--- src/rtl/core/assert_macros.svh ---
// Assertion macros shared by the RTL of the task dispatcher.
// No dependencies; define ASSERT_OFF to compile the checks away.
`ifndef ASSERT_MACROS_SVH
`define ASSERT_MACROS_SVH
`ifndef ASSERT_OFF
// Concurrent property, checked at every rising edge outside reset.
`define ASSERT_PROP(name, clk, rst, prop, msg) \
  name: assert property (@(posedge clk) disable iff (rst) (prop)) else $error(msg);
// Condition that must never be seen at a rising edge outside reset.
`define ASSERT_NEVER(name, clk, rst, expr, msg) \
  name: assert property (@(posedge clk) disable iff (rst) !(expr)) else $error(msg);
`else
`define ASSERT_PROP(name, clk, rst, prop, msg)
`define ASSERT_NEVER(name, clk, rst, expr, msg)
`endif
`endif

--- src/rtl/core/ttd_pkg.sv ---
// Types and constants of the timer table task dispatcher.
// No dependencies; used by the ready queue and the top level.
package ttd_pkg;

  localparam int ID_W     = 8;
  localparam int DELAY_W  = 15;
  localparam int MODE_W   = 3;
  localparam int STATUS_W = 2;

  // Operation codes carried in the input item's mode field.
  localparam logic [MODE_W-1:0] MODE_ADD    = 3'd0;
  localparam logic [MODE_W-1:0] MODE_REMOVE = 3'd1;
  localparam logic [MODE_W-1:0] MODE_TICK   = 3'd2;
  localparam logic [MODE_W-1:0] MODE_POST   = 3'd3;
  localparam logic [MODE_W-1:0] MODE_TAKE   = 3'd4;

  // Result status codes.
  localparam logic [STATUS_W-1:0] STATUS_OK       = 2'd0;
  localparam logic [STATUS_W-1:0] STATUS_OVERFLOW = 2'd1;
  localparam logic [STATUS_W-1:0] STATUS_EMPTY    = 2'd2;

  // One timer slot as held in the slot memory.
  typedef struct packed {
    logic [ID_W-1:0]    task_id;
    logic [DELAY_W-1:0] period;
    logic [DELAY_W-1:0] remaining;
    logic               persistent;
  } slot_t;

  // Requests to the ready queue.
  typedef struct packed {
    logic push;
    logic pop;
  } fifo_ctl_t;

  // Fill state of the ready queue.
  typedef struct packed {
    logic full;
    logic empty;
  } fifo_stat_t;

endpackage

--- src/rtl/core/ttd_ready_fifo.sv ---
// Ready queue of task ids: a circular buffer memory with head, tail and count.
// Depends on ttd_pkg for the id width and the control and status structs.
module ttd_ready_fifo #(
  parameter int DEPTH = 16
) (
  input  logic                   clk,
  input  logic                   rst,
  input  ttd_pkg::fifo_ctl_t     ctl,
  input  logic [ttd_pkg::ID_W-1:0] push_id,
  output ttd_pkg::fifo_stat_t    stat,
  output logic [ttd_pkg::ID_W-1:0] head_id
);

  localparam int PTR_W = $clog2(DEPTH);
  localparam int CNT_W = $clog2(DEPTH + 1);
  localparam logic [PTR_W-1:0] LAST_PTR = PTR_W'(DEPTH - 1);

  logic [ttd_pkg::ID_W-1:0] store [DEPTH];
  logic [PTR_W-1:0]         head;
  logic [PTR_W-1:0]         tail;
  logic [CNT_W-1:0]         count;

  assign stat.full  = (count == CNT_W'(DEPTH));
  assign stat.empty = (count == '0);

  // Storage: one write at the tail, the head entry read into a register.
  always_ff @(posedge clk) begin
    if (ctl.push) begin
      store[tail] <= push_id;
    end
    head_id <= store[head];
  end

  // Pointers wrap at the last entry, so the depth need not be a power of two.
  always_ff @(posedge clk) begin
    if (rst) begin
      head  <= '0;
      tail  <= '0;
      count <= '0;
    end else begin
      if (ctl.push) begin
        tail <= (tail == LAST_PTR) ? '0 : tail + PTR_W'(1);
      end
      if (ctl.pop) begin
        head <= (head == LAST_PTR) ? '0 : head + PTR_W'(1);
      end
      if (ctl.push && !ctl.pop) begin
        count <= count + CNT_W'(1);
      end else if (ctl.pop && !ctl.push) begin
        count <= count - CNT_W'(1);
      end
    end
  end

endmodule

--- src/rtl/core/timer_table_task_dispatcher.sv ---
// Timer table task dispatcher: timer slots plus a ready queue of task ids.
// Depends on ttd_pkg, ttd_ready_fifo and assert_macros.svh.

// Each input item carries one operation and yields exactly one result item.
// Items are handled one at a time by a small sequencer around a shared slot
// memory port and decrement/compare unit, so s_tready is high only while the
// sequencer is idle. Add timer scans the occupancy bits one slot a cycle
// from the first slot and stops at the first free one or at the last; remove timer
// and tick walk every slot through the registered slot memory read, one slot
// a cycle; post task and the unused mode values go straight to the result,
// and take next first passes through a state for the registered read of the
// queue head, or goes straight to the result when the queue is empty.
// The next item can be accepted from the cycle after the result is loaded.
// A finished result waits in the output register while the next item is taken.
// No clearing pass is needed after reset: slot occupancy is held in flip-flops.
`include "assert_macros.svh"

module timer_table_task_dispatcher #(
  parameter int READY_DEPTH = 16,
  parameter int TIMER_SLOTS = 8
) (
  input  logic        clk,
  input  logic        rst,
  input  logic        s_tvalid,
  output logic        s_tready,
  input  logic [23:0] s_tdata,   // task_id [7:0], delay [22:8], persistent [23]
  input  logic [2:0]  s_tuser,   // mode [2:0]
  output logic        m_tvalid,
  input  logic        m_tready,
  output logic [7:0]  m_tdata,   // next_task [7:0]
  output logic [1:0]  m_tuser    // status [1:0]
);

  localparam int SLOT_W = (TIMER_SLOTS > 1) ? $clog2(TIMER_SLOTS) : 1;
  localparam logic [SLOT_W-1:0] LAST_SLOT = SLOT_W'(TIMER_SLOTS - 1);

  // Sequencer states.
  localparam logic [2:0] S_IDLE = 3'd0;
  localparam logic [2:0] S_ADD  = 3'd1;
  localparam logic [2:0] S_WALK = 3'd2;
  localparam logic [2:0] S_TAKE = 3'd3;
  localparam logic [2:0] S_DONE = 3'd4;

  logic [2:0] state;

  // Input item fields.
  logic                             accept;
  logic [ttd_pkg::MODE_W-1:0]       in_mode;
  logic [ttd_pkg::ID_W-1:0]         in_id;
  logic [ttd_pkg::DELAY_W-1:0]      in_delay;
  logic                             in_pers;

  // Operation held for the duration of the item.
  logic [ttd_pkg::MODE_W-1:0]       op_mode;
  logic [ttd_pkg::ID_W-1:0]         op_id;
  logic [ttd_pkg::DELAY_W-1:0]      op_delay;
  logic                             op_pers;

  // Slot walk control.
  logic [SLOT_W-1:0]                walk_idx;
  logic                             issue;
  logic                             proc_valid;
  logic [SLOT_W-1:0]                proc_idx;
  logic [TIMER_SLOTS-1:0]           occ;

  // Slot memory ports.
  ttd_pkg::slot_t                   slot_mem [TIMER_SLOTS];
  ttd_pkg::slot_t                   slot_rdata;
  ttd_pkg::slot_t                   slot_wdata;
  logic                             slot_we;
  logic [SLOT_W-1:0]                slot_waddr;
  logic                             occ_set;
  logic                             occ_clr;
  logic [SLOT_W-1:0]                occ_idx;

  // Ready queue interface.
  ttd_pkg::fifo_ctl_t               fifo_ctl;
  ttd_pkg::fifo_stat_t              fifo_stat;
  logic [ttd_pkg::ID_W-1:0]         push_id;
  logic [ttd_pkg::ID_W-1:0]         head_id;

  // Result waiting to enter the output register.
  logic [ttd_pkg::STATUS_W-1:0]     pend_status;
  logic [ttd_pkg::ID_W-1:0]         pend_next;
  logic [ttd_pkg::STATUS_W-1:0]     pend_status_next;
  logic [ttd_pkg::ID_W-1:0]         pend_next_next;
  logic                             out_free;
  logic                             proc_last;

  assign s_tready  = (state == S_IDLE);
  assign accept    = s_tvalid && s_tready;
  assign in_mode   = s_tuser;
  assign in_id     = s_tdata[7:0];
  assign in_delay  = s_tdata[22:8];
  assign in_pers   = s_tdata[23];
  assign out_free  = !m_tvalid || m_tready;
  assign proc_last = proc_valid && (proc_idx == LAST_SLOT);

  ttd_ready_fifo #(
    .DEPTH (READY_DEPTH)
  ) u_ready (
    .clk     (clk),
    .rst     (rst),
    .ctl     (fifo_ctl),
    .push_id (push_id),
    .stat    (fifo_stat),
    .head_id (head_id)
  );

  // Slot memory: one write per cycle, read at the walk index into a register.
  always_ff @(posedge clk) begin
    if (slot_we) begin
      slot_mem[slot_waddr] <= slot_wdata;
    end
    slot_rdata <= slot_mem[walk_idx];
  end

  // Per-slot work: first-free search for add, match for remove, count for tick; queue push for post, pop for take.
  always_comb begin
    slot_we      = 1'b0;
    slot_waddr   = walk_idx;
    slot_wdata   = slot_rdata;
    occ_set      = 1'b0;
    occ_clr      = 1'b0;
    occ_idx      = walk_idx;
    fifo_ctl     = '0;
    push_id      = slot_rdata.task_id;
    unique case (state)
      S_IDLE: begin
        if (accept && (in_mode == ttd_pkg::MODE_POST) && !fifo_stat.full) begin
          fifo_ctl.push = 1'b1;
          push_id       = in_id;
        end
      end
      S_ADD: begin
        if (!occ[walk_idx]) begin
          slot_we               = 1'b1;
          slot_wdata.task_id    = op_id;
          slot_wdata.period     = op_delay;
          slot_wdata.remaining  = op_delay;
          slot_wdata.persistent = op_pers;
          occ_set               = (op_id != '0);
        end
      end
      S_WALK: begin
        occ_idx    = proc_idx;
        slot_waddr = proc_idx;
        if (proc_valid && occ[proc_idx]) begin
          if (op_mode == ttd_pkg::MODE_REMOVE) begin
            occ_clr = (slot_rdata.task_id == op_id);
          end else if (slot_rdata.remaining != '0) begin
            slot_we              = 1'b1;
            slot_wdata.remaining = slot_rdata.remaining - ttd_pkg::DELAY_W'(1);
          end else begin
            fifo_ctl.push = !fifo_stat.full;
            if (slot_rdata.persistent) begin
              slot_we              = 1'b1;
              slot_wdata.remaining = slot_rdata.period;
            end else begin
              occ_clr = 1'b1;
            end
          end
        end
      end
      S_TAKE: begin
        fifo_ctl.pop = 1'b1;
      end
      S_DONE: begin
      end
      default: begin
      end
    endcase
  end

  // Slot occupancy bits.
  always_ff @(posedge clk) begin
    if (rst) begin
      occ <= '0;
    end else if (occ_set) begin
      occ[occ_idx] <= 1'b1;
    end else if (occ_clr) begin
      occ[occ_idx] <= 1'b0;
    end
  end

  // Result of the current operation, decided where each operation finishes.
  always_comb begin
    pend_status_next = pend_status;
    pend_next_next   = pend_next;
    unique case (state)
      S_IDLE: begin
        pend_status_next = ttd_pkg::STATUS_OK;
        pend_next_next   = '0;
        if (in_mode == ttd_pkg::MODE_POST && fifo_stat.full) begin
          pend_status_next = ttd_pkg::STATUS_OVERFLOW;
        end else if (in_mode == ttd_pkg::MODE_TAKE && fifo_stat.empty) begin
          pend_status_next = ttd_pkg::STATUS_EMPTY;
        end
      end
      S_ADD: begin
        if (occ[walk_idx] && (walk_idx == LAST_SLOT)) begin
          pend_status_next = ttd_pkg::STATUS_OVERFLOW;
        end
      end
      S_TAKE: begin
        pend_next_next = head_id;
      end
      default: begin
      end
    endcase
  end

  // Operation and result payload registers.
  always_ff @(posedge clk) begin
    if (accept) begin
      op_mode  <= in_mode;
      op_id    <= in_id;
      op_delay <= in_delay;
      op_pers  <= in_pers;
    end
    if (accept || state != S_IDLE) begin
      pend_status <= pend_status_next;
      pend_next   <= pend_next_next;
    end
    proc_idx <= walk_idx;
  end

  // Sequencer.
  always_ff @(posedge clk) begin
    if (rst) begin
      state      <= S_IDLE;
      walk_idx   <= '0;
      issue      <= 1'b0;
      proc_valid <= 1'b0;
    end else begin
      unique case (state)
        S_IDLE: begin
          walk_idx   <= '0;
          proc_valid <= 1'b0;
          issue      <= 1'b0;
          if (accept) begin
            unique case (in_mode) inside
              ttd_pkg::MODE_ADD: begin
                state <= S_ADD;
              end
              ttd_pkg::MODE_REMOVE, ttd_pkg::MODE_TICK: begin
                state <= S_WALK;
                issue <= 1'b1;
              end
              ttd_pkg::MODE_TAKE: begin
                state <= fifo_stat.empty ? S_DONE : S_TAKE;
              end
              default: begin
                state <= S_DONE;
              end
            endcase
          end
        end
        S_ADD: begin
          if (!occ[walk_idx] || walk_idx == LAST_SLOT) begin
            state <= S_DONE;
          end else begin
            walk_idx <= walk_idx + SLOT_W'(1);
          end
        end
        S_WALK: begin
          proc_valid <= issue;
          if (issue) begin
            if (walk_idx == LAST_SLOT) begin
              issue <= 1'b0;
            end else begin
              walk_idx <= walk_idx + SLOT_W'(1);
            end
          end
          if (proc_last) begin
            state      <= S_DONE;
            proc_valid <= 1'b0;
          end
        end
        S_TAKE: begin
          state <= S_DONE;
        end
        S_DONE: begin
          if (out_free) begin
            state <= S_IDLE;
          end
        end
        default: begin
          state <= S_IDLE;
        end
      endcase
    end
  end

  // Output register: loaded from the finished operation, held while stalled.
  always_ff @(posedge clk) begin
    if (rst) begin
      m_tvalid <= 1'b0;
    end else if (state == S_DONE && out_free) begin
      m_tvalid <= 1'b1;
    end else if (m_tready) begin
      m_tvalid <= 1'b0;
    end
  end

  always_ff @(posedge clk) begin
    if (state == S_DONE && out_free) begin
      m_tuser <= pend_status;
      m_tdata <= pend_next;
    end
  end

  // Checks on the sequencer, the ready queue handshake and the result payload.
  `ASSERT_NEVER(a_push_full, clk, rst, fifo_ctl.push && fifo_stat.full, "push into a full ready queue")
  `ASSERT_NEVER(a_pop_empty, clk, rst, fifo_ctl.pop && fifo_stat.empty, "pop from an empty ready queue")
  `ASSERT_PROP(a_walk_state, clk, rst, proc_valid |-> (state == S_WALK), "slot processed outside a walk")
  `ASSERT_PROP(a_next_ok, clk, rst, (m_tvalid && m_tuser != ttd_pkg::STATUS_OK) |-> (m_tdata == '0), "task id given with a failure status")

endmodule

--- config.mk ---
export PLATFORM = sky130hd
export DESIGN_NAME = timer_table_task_dispatcher
export DESIGN_NICKNAME = d
export VERILOG_FILES = /design/src/rtl/core/ttd_pkg.sv /design/src/rtl/core/ttd_ready_fifo.sv /design/src/rtl/core/timer_table_task_dispatcher.sv
export VERILOG_INCLUDE_DIRS = /design/src /design/src/rtl/core
export SDC_FILE = /design/constraint.sdc
export NUM_CORES = 1
export LEC_CHECK = 0
export ABC_CLOCK_PERIOD_IN_PS = 8100
export BUFFER_PORTS_ARGS = -buffer_cell sky130_fd_sc_hd__buf_2
export CORE_ASPECT_RATIO = 1.25
export CORE_MARGIN = 10
export CORE_UTILIZATION = 35
export CTS_CLUSTER_SIZE = 24
export DETAILED_ROUTE_END_ITERATION = 7
export GPL_ROUTABILITY_DRIVEN = 0
export SYNTH_ARGS = -nofsm -noshare
export SYNTH_HDL_FRONTEND = slang
export SYNTH_SLANG_ARGS = --single-unit
--- constraint.sdc ---
create_clock -name clk -period 8.1 [get_ports clk]
set_input_delay 0 -clock clk [delete_from_list [all_inputs] [get_ports clk]]
set_output_delay 0 -clock clk [all_outputs]
set_load 0.01 [all_outputs]
==> impl_metrics.sql, run 1 <==
INSERT INTO impl_metrics (metric_group, metric, value, unit) VALUES
('outcome', 'status', 'completed', ''),
('detailed_routing', 'drt_first_iter_violations', '906', ''),
('synthesis', 'synth_fa_ha_area_frac', '0.00810', ''),
('detailed_routing', 'route.detailed.drc', '0', ''),
('synthesis', 'synthDominantAreaCellType', 'sky130_fd_sc_hd__edfxtp_1', ''),
('power_and_ir_drop', 'pwr_density_cell', '321', 'nW/um2'),
('power_and_ir_drop', 'pwr-share-clk', '0.322', ''),
('synthesis', 'synth.yosys.seq_area_share', '0.719', ''),
('timing', 'hold_viol_final', '0', ''),
('global_route', 'grt_overflow_total', '0', ''),
('floorplan', 'chipWidth', '247', 'um'),
('cts', 'clk_path_buf_depth', '3', ''),
('synthesis', 'postSynthNetCount', '1334', ''),
('setup_path', 'crit_arrival', '4.20', 'ns'),
('floorplan', 'die_y', '304', 'um'),
('timing', 'drv_slew', '0', ''),
('synthesis', 'synth_compound_gate_area_share', '0.0418', ''),
('floorplan', 'initial_util', '0.352', ''),
('timing', 'max-slew-margin-rel', '0.185', ''),
('power_and_ir_drop', 'total_switching_power', '2380', 'uW'),
('timing', 'finalWorstSetupSlack', '4.17', 'ns'),
('power_and_ir_drop', 'vdd_ir_drop_max', '0.195', 'mV'),
('timing', 'finalCritPeriodShare', '0.485', ''),
('synthesis', 'synth_xor_xnor_area_share', '0.00544', ''),
('final_layout', 'area_added_between_synthesis_and_finish', '15.4', '%'),
('timing', 'fin_skew', '0.0588', 'ns'),
('timing', 'max_freq', '0.255', 'GHz'),
('flow_run', 'cap_viol_max_count', '0', ''),
('setup_path', 'cp_max_fo', '31', ''),
('cts', 'htreeDepth', '2', ''),
('worst_hold_path', 'worst_hold_path_type', 'input port to flip-flop', ''),
('cts', 'clk-insertion-delay-late', '0.64', 'ns'),
('power_and_ir_drop', 'p_sw_frac', '0.285', ''),
('cts', 'cts.sinks', '567', ''),
('synthesis', 'synth_top_family_by_area', 'multiplexers', ''),
('synthesis', 'synth.area.mux_share', '0.148', ''),
('setup_path', 'crit_path_end_kind', 'flip-flop', ''),
('timing', 'timing.final.setup_violations', '0', ''),
('synthesis', 'asyncSetResetFlopFracSynth', '0', ''),
('power_and_ir_drop', 'share_comb_of_total_power', '0.183', ''),
('power_and_ir_drop', 'internal_power', '5970', 'uW'),
('floorplan', 'io-pin-count', '43', ''),
('timing', 'totalNegativeSetupSlack', '0', 'ns'),
('synthesis', 'synth.ff_latch_count', '567', ''),
('placed_design', 'detail_placement_hpwl', '31700', 'um'),
('synthesis', 'synth_area', '22600', 'um2'),
('detailed_routing', 'drt_pass1_iterations', '5', ''),
('synthesis', 'synthFlopType', 'sky130_fd_sc_hd__edfxtp_1', ''),
('global_route', 'antenna_found_initial', '2', ''),
('synthesis', 'synthTopCellsByArea', 'sky130_fd_sc_hd__edfxtp_1, sky130_fd_sc_hd__mux4_2, sky130_fd_sc_hd__dfxtp_1', ''),
('synthesis', 'number_of_flops_mapped_to_enable_cells_by_yosys', '487', ''),
('power_and_ir_drop', 'seq_power_share', '0.495', ''),
('placed_design', 'post-place-ws', '4.26', 'ns'),
('setup_path', 'critical_path_required', '8.38', 'ns'),
('synthesis', 'synthesis.instances', '1289', ''),
('global_route', 'grt_first_pass_wirelength', '76600', 'um'),
('final_layout', 'post_layout_instance_area', '26000', 'um2'),
('global_route', 'grt_pass1_vias', '12300', ''),
('cts', 'total_clock_buffers_created_by_cts', '57', ''),
('placed_design', 'dpl_cell_area', '23800', 'um2'),
('power_and_ir_drop', 'leakagePower', '0.00832', 'uW'),
('global_route', 'groute.usage.overall', '0.132', ''),
('global_route', 'grt_max_degree', '64', ''),
('cts', 'cts.reportedPaths.clkPinSlew', '0.07', 'ns'),
('synthesis', 'postSynthAreaPerCell', '17.5', 'um2'),
('timing', 'min_period', '3.93', 'ns'),
('placed_design', 'port_buffers', '42', ''),
('detailed_routing', 'dr_total_vias', '11800', ''),
('detailed_routing', 'route.detailed.wl_per_inst', '22.0', 'um'),
('detailed_routing', 'ant_nets', '0', ''),
('detailed_routing', 'vias_per_cell', '5.20', '');
-- area by class of cell --
class                      instances  area [um2]
tap                              848        1060
sequential                       567       16200
multi-input combinational        627        6020
inverter                          26        98.8
timing repair buffer              93         666
clock buffer                      73        1560
fill                            5719       38100
clock inverter                    34         387
antenna                            2        5.00
-- repair_timing --
action / in CTS / in global routing
buffers inserted: 0 / 0
endpoints found under the setup margin: 0 / 0
endpoints found under the hold margin: 85 / 0
hold buffers: 29 / 0
-- path summary, 6_finish.rpt --
check,cells after the start,startpoint,slack [ns],endpoint
worst min-delay path,2,s_tdata[13],0.07,op_delay[5]
worst max register to register,7,slot_rdata[8],4.17,slot_mem[3][14]
worst max-delay path,7,slot_rdata[8],4.17,slot_mem[3][14]
worst min register to register,0,pend_next[4],0.40,m_tdata[4]
-- critical path: stages, from the launching register on --
cell                      delay (ns)
sky130_fd_sc_hd__dfxtp_1        0.38
sky130_fd_sc_hd__nor4_1         0.67
sky130_fd_sc_hd__nand4_1        0.53
sky130_fd_sc_hd__nor2_1         0.28
sky130_fd_sc_hd__nor3_1         0.17
sky130_fd_sc_hd__o21ai_0        0.97
sky130_fd_sc_hd__nor2_4         0.16
sky130_fd_sc_hd__buf_4          0.38
-- synth_stat cells, types with 2 or more instances --
| master | count |
|---|---|
| sky130_fd_sc_hd__a211oi_1 | 4 |
| sky130_fd_sc_hd__a21o_1 | 8 |
| sky130_fd_sc_hd__a21oi_1 | 44 |
| sky130_fd_sc_hd__a22o_1 | 2 |
| sky130_fd_sc_hd__a311oi_1 | 5 |
| sky130_fd_sc_hd__a31oi_1 | 7 |
| sky130_fd_sc_hd__a32oi_1 | 2 |
| sky130_fd_sc_hd__and2_1 | 11 |
| sky130_fd_sc_hd__and3_1 | 12 |
| sky130_fd_sc_hd__buf_1 | 3 |
| sky130_fd_sc_hd__buf_2 | 16 |
| sky130_fd_sc_hd__clkbuf_1 | 49 |
| sky130_fd_sc_hd__dfxtp_1 | 80 |
| sky130_fd_sc_hd__edfxtp_1 | 487 |
| sky130_fd_sc_hd__ha_1 | 13 |
| sky130_fd_sc_hd__inv_1 | 25 |
| sky130_fd_sc_hd__mux2_2 | 49 |
| sky130_fd_sc_hd__mux2i_1 | 13 |
| sky130_fd_sc_hd__mux4_2 | 118 |
| sky130_fd_sc_hd__nand2_1 | 100 |
| sky130_fd_sc_hd__nand2b_1 | 10 |
| sky130_fd_sc_hd__nand3_1 | 20 |
| sky130_fd_sc_hd__nand4_1 | 13 |
| sky130_fd_sc_hd__nor2_1 | 48 |
| sky130_fd_sc_hd__nor2b_1 | 7 |
| sky130_fd_sc_hd__nor3_1 | 10 |
| sky130_fd_sc_hd__nor3b_1 | 7 |
| sky130_fd_sc_hd__nor4_1 | 12 |
| sky130_fd_sc_hd__o211ai_1 | 3 |
| sky130_fd_sc_hd__o21a_1 | 4 |
| sky130_fd_sc_hd__o21ai_0 | 32 |
| sky130_fd_sc_hd__o21ai_1 | 5 |
| sky130_fd_sc_hd__o22ai_1 | 8 |
| sky130_fd_sc_hd__o31a_1 | 2 |
| sky130_fd_sc_hd__o31ai_1 | 3 |
| sky130_fd_sc_hd__o41ai_1 | 5 |
| sky130_fd_sc_hd__or2_2 | 2 |
| sky130_fd_sc_hd__or3_1 | 7 |
| sky130_fd_sc_hd__or4_4 | 2 |
| sky130_fd_sc_hd__xnor2_1 | 11 |
| sky130_fd_sc_hd__xor2_1 | 3 |
-- kinds of logic after synthesis --
kind of cell	Yosys count
compound gates	148
xor+xnor	14
fa+ha+maj	14
buf+inv	95
flops	567
mux	180
simple gates	271
-- power by group through the flow --
stage / registers (uW) / logic, uW / clock network [uW]
2_1_floorplan: 4050 / 1060 / 0
3_3_place_gp: 4180 / 1500 / 0
3_5_place_dp: 4180 / 1540 / 0
4_1_cts: 4130 / 1550 / 2750
5_1_grt: 4160 / 1680 / 2860
6_report: 4130 / 1530 / 2690
-- layout by cell type (no fill, tap or decap), drive strengths merged, types with 14 or more instances in the layout --
master / instances
nand2: 100
edfxtp: 487
a21oi: 44
clkinv: 21
nor2: 48
nand3: 20
dfxtp: 80
mux2: 49
inv: 29
clkbuf: 73
buf: 64
o21ai: 37
dlygate4sd3: 29
nor4: 14
mux4: 118
-- flip-flops by register name, indices dropped and copies added (netlist names), 4 cells and up, named ones only --
name             count
slot_mem           312
u_ready.store      128
slot_rdata          39
op_delay            15
m_tdata              8
op_id                8
pend_next            8
u_ready.head_id      8
u_ready.count        5
u_ready.head         4
u_ready.tail         4
-- layer usage --
metal,global-route usage,vias up,share of wire
met5,0,-,0
met4,0.0333,0,0.020
met3,0.0225,76,0.050
met2,0.230,316,0.52
met1,0.167,6124,0.41
li1,-,5294,-
-- stage by stage --
step | instances | utilization | total power (uW)
floorplan | 1289 | - | 5110
global placement | 2132 | 0.371 | 5670
detailed placement | 2132 | 0.371 | 5720
CTS | 2268 | 0.406 | 8430
global route | 2270 | 0.406 | 8700
finish | 2270 | 0.406 | 8350
(Power assumes the default switching activity.)
==> run 2, diff against run 1 <==
--- a/config.mk
+++ b/config.mk
@@ -6,7 +6,7 @@
 export SDC_FILE = /design/constraint.sdc
 export NUM_CORES = 1
 export LEC_CHECK = 0
-export ABC_CLOCK_PERIOD_IN_PS = 8100
+export ABC_CLOCK_PERIOD_IN_PS = 3750
 export BUFFER_PORTS_ARGS = -buffer_cell sky130_fd_sc_hd__buf_2
 export CORE_ASPECT_RATIO = 1.25
 export CORE_MARGIN = 10
==> constraint.sdc (replaced) <==
create_clock -name clk -period 3.75 [get_ports clk]
set_input_delay 0 -clock clk [delete_from_list [all_inputs] [get_ports clk]]
set_output_delay 0 -clock clk [all_outputs]
set_load 0.01 [all_outputs]
==> run 2 against run 1 <==
Compared with the run above:
- register-to-register slack got worse by 3.9 ns
- combinational power up 120%
- core utilization up 0.24 points
- largest power group unchanged
- routed wire length up 2.7%
- critical path type unchanged
- worst setup slack lost 3.9 ns
- final cell count increased by 1.1%
- sequential cell count unchanged
- clock-buffer cell count shrank 1
- fmax is 13% higher
- hold slack better by 0.033 ns
==> impl_metrics.sql, run 2 (synthesis results as in run 1) <==
INSERT INTO impl_metrics (metric_group, metric, value, unit) VALUES
('setup_path', 'cp_max_fo', '9', ''),
('floorplan', 'die_y', '304', 'um'),
('timing', 'worst_slew_pin_slew', '1.13', 'ns'),
('floorplan', 'rows', '104', ''),
('setup_path', 'critical_path.cell_chain', 'or4_4 > nor4_4 > a31oi_4 > clkinv_2 > ha_1 > inv_1 > fa_1 > a21o_1 > a21oi_1 > xnor2_1 > or3_1 > a21oi_1', ''),
('global_route', 'grt_max_degree', '51', ''),
('timing', 'max_freq', '0.289', 'GHz'),
('setup_path', 'crit_path_end_kind', 'flip-flop', ''),
('cts', 'cts_tree', 'yes', ''),
('setup_path', 'setup.reg_to_reg.worst_slack', '0.29', 'ns'),
('timing', 'min_period', '3.46', 'ns'),
('flow_run', 'cap_viol_max_count', '0', ''),
('detailed_routing', 'vias_per_cell', '5.18', ''),
('final_layout', 'area_added_between_synthesis_and_finish', '16.1', '%'),
('power_and_ir_drop', 'leakagePower', '0.00842', 'uW'),
('global_route', 'grt_first_pass_wirelength', '78500', 'um'),
('cts', 'cts.reportedPaths.clkPinSlew', '0.06', 'ns'),
('timing', 'fin_skew', '0.0263', 'ns'),
('power_and_ir_drop', 'share_comb_of_total_power', '0.191', ''),
('power_and_ir_drop', 'vdd_ir_drop_max', '0.447', 'mV'),
('setup_path', 'timing_worst_setup_path_type', 'flip-flop to flip-flop', ''),
('cts', 'htreeDepth', '2', ''),
('floorplan', 'initial_util', '0.352', ''),
('floorplan', 'chipWidth', '247', 'um'),
('cts', 'cts.sinks', '567', ''),
('setup_path', 'crit-reg2reg-launch', 'slot_rdata[5]', ''),
('timing', 'grt_setup_unrepaired', 'no', ''),
('power_and_ir_drop', 'total_switching_power', '5060', 'uW'),
('setup_path', 'path_buf_inv', '2', ''),
('detailed_routing', 'dr_total_vias', '11900', ''),
('cts', 'clk_path_buf_depth', '3', ''),
('final_layout', 'layout_top_registers', 'slot_mem (312), u_ready.store (128), slot_rdata (39)', ''),
('cts', 'clk-insertion-delay-late', '0.61', 'ns'),
('detailed_routing', 'total_wirelength_of_the_detailed_routed_design', '51300', 'um'),
('setup_path', 'critical_path.top_delay_family', 'simple AND/OR/NAND/NOR gates', ''),
('timing', 'hold_viol_final', '0', ''),
('final_layout', 'largest-register', 'slot_mem', ''),
('detailed_routing', 'drt_first_iter_violations', '1043', ''),
('final_layout', 'num-nets-final', '1442', ''),
('power_and_ir_drop', 'internal_power', '12900', 'uW'),
('timing', 'finalCritPeriodShare', '0.924', ''),
('final_layout', 'largest_register_ffs', '312', ''),
('final_layout', 'drive_gt1_frac', '0.253', ''),
('power_and_ir_drop', 'pwr-share-clk', '0.319', ''),
('placed_design', 'detail_placement_hpwl', '32000', 'um'),
('power_and_ir_drop', 'p_sw_frac', '0.281', ''),
('setup_path', 'slowest_stage', 'sky130_fd_sc_hd__or4_4', ''),
('placed_design', 'port_buffers', '42', ''),
('detailed_routing', 'route.detailed.wl_per_inst', '22.4', 'um'),
('timing', 'max-slew-margin-rel', '0.237', ''),
('placed_design', 'place_inst', '2157', ''),
('global_route', 'groute.usage.overall', '0.137', ''),
('outcome', 'status', 'completed', ''),
('detailed_routing', 'drt_pass1_iterations', '5', ''),
('floorplan', 'die_area', '75100', 'um2'),
('setup_path', 'critical_path_required', '4.28', 'ns'),
('detailed_routing', 'ant_nets', '0', ''),
('setup_path', 'crit_path_max_incr_delay', '0.58', 'ns'),
('timing', 'drv_slew', '0', ''),
('power_and_ir_drop', 'seq_power_share', '0.491', ''),
('worst_hold_path', 'worst_hold_path_type', 'input port to flip-flop', ''),
('global_route', 'antenna_found_initial', '1', ''),
('final_layout', 'most_frequent_cells_in_the_layout', 'sky130_fd_sc_hd__edfxtp_1, sky130_fd_sc_hd__mux4_2, sky130_fd_sc_hd__nand2_1', ''),
('setup_path', 'timing.critical_path.from_type', 'flip-flop', ''),
('timing', 'timing.final.setup_violations', '0', ''),
('detailed_routing', 'route.detailed.drc', '0', ''),
('final_layout', 'post_layout_nonfiller_instances', '2294', ''),
('cts', 'cts_root_buffer', 'sky130_fd_sc_hd__clkbuf_16', ''),
('global_route', 'grt_pass1_vias', '12500', ''),
('setup_path', 'start_point_of_the_critical_path', 'slot_rdata[5]', ''),
('floorplan', 'io-pin-count', '43', ''),
('timing', 'totalNegativeSetupSlack', '0', 'ns'),
('final_layout', 'layout.cells.most_common', 'sky130_fd_sc_hd__edfxtp_1', ''),
('power_and_ir_drop', 'pwr_density_cell', '687', 'nW/um2'),
('global_route', 'grt_overflow_total', '0', ''),
('floorplan', 'core', '64200', 'um2'),
('setup_path', 'path_common_cell', 'sky130_fd_sc_hd__a21oi_1', ''),
('worst_hold_path', 'hold_start', 's_tdata[12]', ''),
('cts', 'total_clock_buffers_created_by_cts', '57', ''),
('setup_path', 'crit_arrival', '4.00', 'ns');
-- run 2: cell count changes in the layout (fill, tap and decap cells not counted), moves of 2 or more --
cell / before / now
sky130_fd_sc_hd__clkinv_1: 5 / 11
sky130_fd_sc_hd__inv_6: 3 / 1
sky130_fd_sc_hd__clkinv_4: 3 / 0
sky130_fd_sc_hd__clkbuf_1: 9 / 12
sky130_fd_sc_hd__buf_4: 22 / 46
sky130_fd_sc_hd__clkbuf_8: 7 / 3
-- run 2: per-stage QoR --
| stage | utilization | area (um2) | hold WS [ns] | total power, uW | setup WS [ns] |
|---|---|---|---|---|---|
| finish | 0.408 | 26200 | 0.107 | 18000 | 0.286 |
| global route | 0.408 | 26200 | 0.0910 | 18800 | 0.0778 |
| CTS | 0.408 | 26200 | 0.0689 | 18100 | 0.252 |
| detailed placement | 0.374 | 24000 | 0.178 | 12400 | 0.267 |
| global placement | 0.374 | 24000 | 0.180 | 12300 | 0.314 |
| floorplan | - | 22600 | 0.0989 | 11000 | 0.0352 |
-- run 2: worst reg2reg max path: cells and delay by family, from the launching register on --
kind | cells | cell delay [ns]
fa+ha+maj | 2 | 0.62
simple gates | 3 | 1.36
compound gates | 4 | 0.67
flops | 1 | 0.38
xor+xnor | 1 | 0.09
buf+inv | 2 | 0.26
-- run 2: repair_timing --
item                       CTS  global route
gates resized for setup      0             1
buffers inserted             0             0
hold buffers                29             0
setup endpoints to repair    0             1
hold endpoints to repair    54             0
-- run 2: path summary, 6_finish.rpt --
path         cells after the start          endpoint
min reg2reg                      0        m_tdata[4]
max                             12  u_ready.count[4]
min                              2       op_delay[4]
max reg2reg                     12  u_ready.count[4]
-- run 2: metal layers --
metal | track usage | wire length (um) | vias to the layer above
met2 | 0.234 | 26200 | 325
met3 | 0.0245 | 2490 | 87
met5 | 0 | 0 | -
met1 | 0.173 | 21200 | 6124
met4 | 0.0420 | 1410 | 0
li1 | - | - | 5349
-- run 2: cell type report --
| class | instances | area, um2 |
|---|---|---|
| clock buffers | 72 | 1510 |
| clock inverters | 35 | 380 |
| fillers | 5629 | 38000 |
| repair buffers | 118 | 866 |
| well taps | 848 | 1060 |
| flip-flops and latches | 567 | 16200 |
| multi-input cells | 627 | 6030 |
| inverters | 26 | 98.8 |
| diodes | 1 | 2.50 |
-- run 2: power groups by stage --
stage | Sequential, uW | Combinational, uW | Clock [uW]
3_5_place_dp | 8940 | 3420 | 0
6_report | 8820 | 3430 | 5730
4_1_cts | 8820 | 3460 | 5860
3_3_place_gp | 8920 | 3330 | 0
5_1_grt | 8880 | 3780 | 6090
2_1_floorplan | 8750 | 2290 | 0
